### config.mk
export PLATFORM = sky130hd
export DESIGN_NAME = serial_api_frame_receiver
export DESIGN_NICKNAME = d
export VERILOG_FILES = /design/src/design/sapi_pkg.sv /design/src/design/sapi_ctrl.sv /design/src/design/sapi_dp.sv /design/src/design/serial_api_frame_receiver.sv
export VERILOG_INCLUDE_DIRS = /design/src /design/src/design
export SDC_FILE = /design/constraint.sdc
export NUM_CORES = 1
export LEC_CHECK = 0
export CORE_MARGIN = 10
export CORE_UTILIZATION = 60
export CTS_BUF_LIST = sky130_fd_sc_hd__clkbuf_8
export DETAILED_ROUTE_END_ITERATION = 10
export DONT_BUFFER_PORTS = 1
export PLACE_DENSITY_LB_ADDON = 0.12
export SYNTH_ARGS = -nofsm -noshare
export SYNTH_HDL_FRONTEND = slang
export SYNTH_SLANG_ARGS = --single-unit
export TNS_END_PERCENT = 50
### constraint.sdc
create_clock -name clk_i -period 2.92 [get_ports clk_i]
set_input_delay 0.292 -clock clk_i [delete_from_list [all_inputs] [get_ports clk_i]]
set_output_delay 0.292 -clock clk_i [all_outputs]
set_load 0.02 [all_outputs]
### src/design/serial_api_frame_receiver_assert.svh
// Assertion macros shared by the frame receiver.
`ifndef SERIAL_API_FRAME_RECEIVER_ASSERT_SVH
`define SERIAL_API_FRAME_RECEIVER_ASSERT_SVH

// Same-cycle implication, checked outside reset.
`define SAPI_ASSERT_SAME(label, ante, cons) \
  label: assert property (@(posedge clk_i) disable iff (!rst_ni) (ante) |-> (cons)) \
    else $error("frame receiver check failed");

// Next-cycle implication, checked outside reset.
`define SAPI_ASSERT_NEXT(label, ante, cons) \
  label: assert property (@(posedge clk_i) disable iff (!rst_ni) (ante) |=> (cons)) \
    else $error("frame receiver check failed");

`endif

### src/design/sapi_pkg.sv
// Shared constants and controller/datapath interface types of the frame receiver.
package sapi_pkg;

  localparam int unsigned MaxFrameData = 64;
  localparam int unsigned AddrW        = $clog2(MaxFrameData);
  localparam int unsigned ByteW        = 8;
  localparam int unsigned LenW         = 16;
  localparam int unsigned IndexW       = 6;
  localparam int unsigned FrameLenW    = 7;

  localparam logic [ByteW-1:0] StartByte = 8'h7E;
  localparam logic [ByteW-1:0] SumInit   = 8'hFF;

  typedef struct packed {
    logic start;
    logic len_hi;
    logic len_lo;
    logic data;
    logic check;
    logic skip;
    logic load;
  } sapi_cmd_t;

  typedef struct packed {
    logic is_start;
    logic len_over;
    logic len_zero;
    logic data_done;
    logic sum_ok;
    logic skip_done;
    logic emit_last;
  } sapi_sts_t;

endpackage

### src/design/sapi_ctrl.sv
// Frame receiver controller: phase state machine and output beat valid.
module sapi_ctrl (
  input  logic              clk_i,
  input  logic              rst_ni,
  input  logic              in_valid_i,
  output logic              in_ready_o,
  output logic              out_valid_o,
  input  logic              out_ready_i,
  input  sapi_pkg::sapi_sts_t sts_i,
  output sapi_pkg::sapi_cmd_t cmd_o
);

  typedef enum logic [2:0] {
    StWait,
    StLenHi,
    StLenLo,
    StData,
    StCheck,
    StSkip,
    StEmit
  } state_e;

  state_e state_q, state_d;
  logic   out_valid_q, out_valid_d;
  logic   in_acc;
  logic   load;

  assign in_ready_o  = (state_q != StEmit);
  assign out_valid_o = out_valid_q;
  assign in_acc      = in_valid_i && in_ready_o;
  assign load        = (state_q == StEmit) && (!out_valid_q || out_ready_i);

  always_comb begin
    cmd_o   = '0;
    state_d = state_q;
    unique case (state_q)
      StWait: begin
        if (in_acc && sts_i.is_start) begin
          cmd_o.start = 1'b1;
          state_d     = StLenHi;
        end
      end
      StLenHi: begin
        if (in_acc) begin
          cmd_o.len_hi = 1'b1;
          state_d      = StLenLo;
        end
      end
      StLenLo: begin
        if (in_acc) begin
          cmd_o.len_lo = 1'b1;
          if (sts_i.len_over) begin
            state_d = StSkip;
          end else if (sts_i.len_zero) begin
            state_d = StCheck;
          end else begin
            state_d = StData;
          end
        end
      end
      StData: begin
        if (in_acc) begin
          cmd_o.data = 1'b1;
          if (sts_i.data_done) begin
            state_d = StCheck;
          end
        end
      end
      StCheck: begin
        if (in_acc) begin
          cmd_o.check = 1'b1;
          state_d     = sts_i.sum_ok ? StEmit : StWait;
        end
      end
      StSkip: begin
        if (in_acc) begin
          cmd_o.skip = 1'b1;
          if (sts_i.skip_done) begin
            state_d = StWait;
          end
        end
      end
      StEmit: begin
        if (load) begin
          cmd_o.load = 1'b1;
          if (sts_i.emit_last) begin
            state_d = StWait;
          end
        end
      end
      default: begin
        state_d = StWait;
      end
    endcase
  end

  always_comb begin
    out_valid_d = out_valid_q;
    if (load) begin
      out_valid_d = 1'b1;
    end else if (out_ready_i) begin
      out_valid_d = 1'b0;
    end
  end

  always_ff @(posedge clk_i or negedge rst_ni) begin
    if (!rst_ni) begin
      state_q     <= StWait;
      out_valid_q <= 1'b0;
    end else begin
      state_q     <= state_d;
      out_valid_q <= out_valid_d;
    end
  end

endmodule

### src/design/sapi_dp.sv
// Frame receiver datapath: length, counters, checksum, frame buffer and output beat.
module sapi_dp (
  input  logic                                 clk_i,
  input  logic                                 rst_ni,
  input  logic [sapi_pkg::ByteW-1:0]           rx_byte_i,
  input  sapi_pkg::sapi_cmd_t                  cmd_i,
  output sapi_pkg::sapi_sts_t                  sts_o,
  output logic [sapi_pkg::ByteW-1:0]           frame_byte_o,
  output logic [sapi_pkg::IndexW-1:0]          byte_index_o,
  output logic [sapi_pkg::FrameLenW-1:0]       frame_length_o,
  output logic                                 last_o
);

  logic [sapi_pkg::ByteW-1:0]     frame_mem [sapi_pkg::MaxFrameData];

  logic [sapi_pkg::LenW-1:0]      length_q, length_d;
  logic [sapi_pkg::LenW-1:0]      count_q, count_d;
  logic [sapi_pkg::ByteW-1:0]     sum_q, sum_d;
  logic [sapi_pkg::AddrW-1:0]     rd_idx_q, rd_idx_d;
  logic [sapi_pkg::LenW-1:0]      len_next;
  logic [sapi_pkg::LenW-1:0]      count_inc;
  logic [sapi_pkg::FrameLenW-1:0] rd_idx_inc;

  logic [sapi_pkg::ByteW-1:0]     out_byte_q;
  logic [sapi_pkg::IndexW-1:0]    out_index_q;
  logic [sapi_pkg::FrameLenW-1:0] out_len_q;
  logic                           out_last_q;

  assign len_next   = {length_q[sapi_pkg::LenW-1:sapi_pkg::ByteW], rx_byte_i};
  assign count_inc  = count_q + sapi_pkg::LenW'(1);
  assign rd_idx_inc = sapi_pkg::FrameLenW'(rd_idx_q) + sapi_pkg::FrameLenW'(1);

  assign sts_o.is_start  = (rx_byte_i == sapi_pkg::StartByte);
  assign sts_o.len_over  = (len_next > sapi_pkg::LenW'(sapi_pkg::MaxFrameData));
  assign sts_o.len_zero  = (len_next == '0);
  assign sts_o.data_done = (count_inc >= length_q);
  assign sts_o.sum_ok    = (sum_q == rx_byte_i);
  assign sts_o.skip_done = (count_q == '0);
  assign sts_o.emit_last = (length_q == '0) ||
                           (rd_idx_inc == length_q[sapi_pkg::FrameLenW-1:0]);

  always_comb begin
    length_d = length_q;
    count_d  = count_q;
    sum_d    = sum_q;
    rd_idx_d = rd_idx_q;
    if (cmd_i.start) begin
      count_d = '0;
      sum_d   = sapi_pkg::SumInit;
    end
    if (cmd_i.len_hi) begin
      length_d = {rx_byte_i, sapi_pkg::ByteW'(0)};
    end
    if (cmd_i.len_lo) begin
      length_d = len_next;
      count_d  = sts_o.len_over ? len_next : '0;
    end
    if (cmd_i.data) begin
      sum_d   = sum_q - rx_byte_i;
      count_d = count_inc;
    end
    if (cmd_i.check) begin
      rd_idx_d = '0;
    end
    if (cmd_i.skip && !sts_o.skip_done) begin
      count_d = count_q - sapi_pkg::LenW'(1);
    end
    if (cmd_i.load) begin
      rd_idx_d = rd_idx_inc[sapi_pkg::AddrW-1:0];
    end
  end

  always_ff @(posedge clk_i or negedge rst_ni) begin
    if (!rst_ni) begin
      length_q <= '0;
      count_q  <= '0;
      sum_q    <= sapi_pkg::SumInit;
      rd_idx_q <= '0;
    end else begin
      length_q <= length_d;
      count_q  <= count_d;
      sum_q    <= sum_d;
      rd_idx_q <= rd_idx_d;
    end
  end

  always_ff @(posedge clk_i) begin
    if (cmd_i.data) begin
      frame_mem[count_q[sapi_pkg::AddrW-1:0]] <= rx_byte_i;
    end
  end

  always_ff @(posedge clk_i) begin
    if (cmd_i.load) begin
      out_byte_q  <= frame_mem[rd_idx_q];
      out_index_q <= sapi_pkg::IndexW'(rd_idx_q);
      out_len_q   <= length_q[sapi_pkg::FrameLenW-1:0];
      out_last_q  <= sts_o.emit_last;
    end
  end

  // Empty frame yields a single zero beat.
  assign frame_byte_o   = (out_len_q == '0) ? '0 : out_byte_q;
  assign byte_index_o   = out_index_q;
  assign frame_length_o = out_len_q;
  assign last_o         = out_last_q;

endmodule

### src/design/serial_api_frame_receiver.sv
// Top level of the serial API frame receiver.
// Slave channel: one received serial byte per beat on s_axis_tdata.
// The block hunts for the 0x7E start byte, reads a big-endian 16-bit length,
// buffers up to 64 data bytes and checks the closing checksum byte.
// Master channel: a verified frame leaves as a burst of beats, one per data
// byte, with byte_index, frame_length and tlast on the final beat; an empty
// verified frame gives one zero beat with tlast. Bad or oversized frames give
// nothing; oversized ones are consumed byte by byte without being stored.
// Throughput: one input byte per cycle while receiving. After the checksum
// beat the block reads the frame buffer one output beat at a time (at least
// one beat) through its single read port; s_axis_tready is low for that
// burst and rises again as the final beat is loaded into the output register.
// After a good checksum the first beat loads once the output register is free.
// A stalled master side holds the output beat and, during a burst, holds the
// buffer read; the slave side stays stalled until the burst is fully loaded.
// Reset returns to start-byte hunting with no output pending.
`include "serial_api_frame_receiver_assert.svh"

module serial_api_frame_receiver (
  input  logic        clk_i,
  input  logic        rst_ni,
  input  logic        s_axis_tvalid,
  output logic        s_axis_tready,
  input  logic [7:0]  s_axis_tdata,   // [7:0] rx_byte
  output logic        m_axis_tvalid,
  input  logic        m_axis_tready,
  output logic [23:0] m_axis_tdata,   // [7:0] frame_byte, [13:8] byte_index,
                                      // [20:14] frame_length, [23:21] zero
  output logic        m_axis_tlast
);

  sapi_pkg::sapi_cmd_t                 cmd;
  sapi_pkg::sapi_sts_t                 sts;
  logic [sapi_pkg::ByteW-1:0]          frame_byte;
  logic [sapi_pkg::IndexW-1:0]         byte_index;
  logic [sapi_pkg::FrameLenW-1:0]      frame_length;

  sapi_ctrl u_ctrl (
    .clk_i       (clk_i),
    .rst_ni      (rst_ni),
    .in_valid_i  (s_axis_tvalid),
    .in_ready_o  (s_axis_tready),
    .out_valid_o (m_axis_tvalid),
    .out_ready_i (m_axis_tready),
    .sts_i       (sts),
    .cmd_o       (cmd)
  );

  sapi_dp u_dp (
    .clk_i          (clk_i),
    .rst_ni         (rst_ni),
    .rx_byte_i      (s_axis_tdata),
    .cmd_i          (cmd),
    .sts_o          (sts),
    .frame_byte_o   (frame_byte),
    .byte_index_o   (byte_index),
    .frame_length_o (frame_length),
    .last_o         (m_axis_tlast)
  );

  assign m_axis_tdata = {3'b000, frame_length, byte_index, frame_byte};

  `SAPI_ASSERT_NEXT(a_burst_continues,
                    m_axis_tvalid && m_axis_tready && !m_axis_tlast,
                    m_axis_tvalid)
  `SAPI_ASSERT_SAME(a_mid_index_range,
                    m_axis_tvalid && !m_axis_tlast,
                    ({1'b0, byte_index} + 7'd1) < frame_length)
  `SAPI_ASSERT_SAME(a_last_index,
                    m_axis_tvalid && m_axis_tlast && (frame_length != 7'd0),
                    ({1'b0, byte_index} + 7'd1) == frame_length)
  `SAPI_ASSERT_SAME(a_empty_beat,
                    m_axis_tvalid && (frame_length == 7'd0),
                    m_axis_tlast && (byte_index == 6'd0) && (frame_byte == 8'd0))

endmodule

==> out/metrics.cfg <==
[status]
status=finished, final reports clean

[pwr]
p_per_area_nw_per_um2=828.0
ir_drop_mv=0.5102
power_mw=22.89
cellLeakagePower_nw=9.130

[floorplan]
io_pins=39
die_h_um=220.9
dieArea_sq_um=48790
design.core.area_sq_um=39820
die_w_um=220.9
start_util_pct=60.81
num_rows=73

[cts]
cts_made_buffers=91
clkTransAtPathRegs_ns=0.06
tritoncts=yes
clk_path_buf_depth=3
htreeDepth=3
cts_root_buf=clkbuf_8
clk_latency_ns=0.66
clock-sinks=584

[global_route]
grt-ovfl-total=0
grt_pass1_wl_mm=85.37
grt_usage_pct=23.18
grt_antenna_before_repair=1
grt_max_degree=69
grt_pass1_vias=13380

[finish]
fin_util_pct=69.41
layout-drive-gt1-share_pct=29.54
final_cells=2045
nets=1493
nFillCells=2627
diodes=0
syn2layout_area_growth_pct=14.14

[worst_hold_path]
whs_endpoint=u_dp.frame_mem[33][2]$_DFFE_PP_
hold_path_startpoint=s_axis_tdata[2]
min_path_cells=1
holdCritPathClass=in -> reg

[setup_path]
setup.worst_path.start_class=register
crit_chain=and2_4, nand3_2, nor2_2, buf_4, nand4_1, xnor2_2, ha_1, a21oi_2, o21ai_2, a22o_1, o41ai_2, buf_4, mux2_4
worst_path_most_repeated_cell=buf_4
rr_endpoint=u_ctrl.state_q[1]$_DFFE_PN0P_
critical_path_buf_inv_count=2
cp.required_ns=3.45
worst-setup-path-type=reg -> reg
critical_path_arrival_ns=3.38
crit_family=compound AO/OA/AOI/OAI gates
crit_slowest_cell=dfrtp_1
reg2reg_from=u_dp.count_q[1]$_DFFE_PN0P_
reg2regPathDepth=13
reg2reg_slack_ns=0.07
critPathMaxStageDelay_ns=0.38
cp_max_fo=5
crit_path_end_kind=register

[synthesis]
synth_top_area_cell=edfxtp_1
syn_avg_cell_area_sq_um=18.73
synth-seq-area-share_pct=71.43
ys_types=72
yosysMostFrequentCell=edfxtp_1
synth_common_cells=edfxtp_1 (534), mux4_2 (163), nor2_1 (95)
synthCells=1293
async_flop_share_pct=8.562
syn-cell-area_sq_um=24220
synth_seq_cells=584
synth_edf_count=534
synth_top_area_share_pct=66.22
synthTopCellsByArea=edfxtp_1 (66%), mux4_2 (15%), dfrtp_1 (4.3%), nor2_1 (1.5%), ha_1 (1.4%)
synth_warnings=0
yosys_most_used_dff=edfxtp_1

[route]
route.detailed.wl_per_inst_um=27.58
firstDrtPassIters=5
route.detailed.drc=0
ant_nets=0
avgViaCountPerCell=6.378
wirelength_mm=56.41
num_vias=13040
dr.first_iter.drc_count=1595

[sta]
period_share_pct=97.61
skew_ns=0.02645
tns_ns=0
fmax_mhz=350.8
slew_violations=0
grt_setup_unrepaired=yes
hold_viol=0
whs_ns=0.008670
setup-violations-final=0
period_needed_ns=2.850
worstMarginPinSlew_ns=0.8676
relSlewSlack_pct=42.16

[placed_design]
io_buffers=0
gp_congestion=0.8629
dp_cells=1871
dp_hpwl_mm=33.56

[run]
maxCapViolations=0

==> kinds of logic after synthesis <==
logic type                 Yosys count  share of synthesized area, %
DFF                                584                         71.43
other                                1                       0.01549
buffers and inverters              102                         1.736
xor gates and xnor gates            32                         1.157
and+or+nand+nor                    244                         4.826
muxes                              175                         15.72
adders and majority gates           28                         1.478
AOI/OAI and AO/OA                  127                         3.638
==> flip-flops by register name, indices dropped and copies added, names as in the netlist <==
name	cells
u_dp.frame_length_o	7
u_dp.rd_idx_q	6
u_dp.out_byte_q	8
u_dp.length_q	16
u_dp.sum_q	8
u_ctrl.state_q	3
u_dp.frame_mem	512
u_ctrl.out_valid_o	1
u_dp.byte_index_o	6
u_dp.last_o	1
u_dp.count_q	16
==> per-layer routing <==
| metal | wire (um) | global-route usage, % | share of wire [%] |
|---|---|---|---|
| met2 | 26500 | 34.99 | 47 |
| met1 | 22810 | 32.50 | 40 |
| met3 | 5267 | 5.220 | 9.3 |
| met4 | 1822 | 9.247 | 3.2 |
| met5 | 0 | 0 | 0 |
==> repair_timing <==
| item | CTS | global route |
|---|---|---|
| hold buffers | 12 | 0 |
| setup buffers | 0 | 3 |
| resized for setup | 2 | 21 |
| pin swaps | 0 | 23 |
| hold endpoints to repair | 588 | 0 |
| setup endpoints to repair | 2 | 3 |
==> placed cells by master, fill, tap and decap left out, types with 11 or more instances in the layout <==
| cell | netlist | final |
|---|---|---|
| clkbuf_8 | 0 | 92 |
| a22o_1 | 11 | 11 |
| inv_1 | 32 | 60 |
| buf_4 | 3 | 108 |
| nor2_1 | 95 | 93 |
| mux4_2 | 163 | 163 |
| o21ai_0 | 31 | 29 |
| dfrtp_1 | 42 | 39 |
| clkinv_1 | 0 | 27 |
| ha_1 | 27 | 25 |
| xnor2_1 | 24 | 18 |
| a21oi_1 | 21 | 19 |
| edfxtp_1 | 534 | 534 |
| nand2_1 | 57 | 57 |
| buf_12 | 0 | 15 |
| nand3_1 | 19 | 16 |
==> layout make-up <==
cell class | count | area [sq um] | area share (%)
timing repair buffer | 135 | 1389 | 5.025
inverter | 32 | 120.1 | 0.4346
sequential | 584 | 17310 | 62.61
clock buffer | 92 | 1266 | 4.581
tap | 525 | 656.9 | 2.377
clock inverter | 68 | 287.8 | 1.041
multi-input combinational | 609 | 6615 | 23.93
==> report_power, final <==
group | internal (mW) | switching [mW] | total, mW
Combinational | 3.40 | 3.51 | 6.91
Sequential | 9.59 | 0.449 | 10.0
Clock | 2.92 | 3.02 | 5.94
==> metrics by stage <==
step           setup slack, ns  instance area, sq um
5_1_grt               -0.04512                 27640
3_5_place_dp          0.008416                 25690
3_3_place_gp           0.06810                 25690
6_report               0.06968                 27640
4_1_cts                0.01823                 27530
2_1_floorplan         0.001893                 24220
==> worst max path at each step <==
stage / from / end / slack, ns / cells past startpoint
after floorplan: u_dp.count_q[9]$_DFFE_PN0P_ / u_ctrl.state_q[0]$_DFFE_PN0P_ / 0.002 / 11
after global placement: u_dp.count_q[0]$_DFFE_PN0P_ / u_ctrl.state_q[0]$_DFFE_PN0P_ / 0.07 / 13
after detailed placement: u_dp.count_q[0]$_DFFE_PN0P_ / u_ctrl.state_q[1]$_DFFE_PN0P_ / 0.008 / 13
after CTS: u_dp.count_q[1]$_DFFE_PN0P_ / u_ctrl.state_q[1]$_DFFE_PN0P_ / 0.02 / 12
after global routing: u_dp.count_q[0]$_DFFE_PN0P_ / u_ctrl.state_q[1]$_DFFE_PN0P_ / -0.05 / 13
final: u_dp.count_q[1]$_DFFE_PN0P_ / u_ctrl.state_q[1]$_DFFE_PN0P_ / 0.07 / 13
==> worst reg2reg max path, delay by kind of cell, from the launching register on <==
kind / cells / cell delay (ns)
adders and majority gates: 1 / 0.33
AOI/OAI and AO/OA: 4 / 0.68
and+or+nand+nor: 4 / 0.53
xor gates and xnor gates: 1 / 0.19
DFF: 1 / 0.38
buffers and inverters: 2 / 0.33
muxes: 1 / 0.29
No activity file was read; power rests on OpenSTA's default activity.
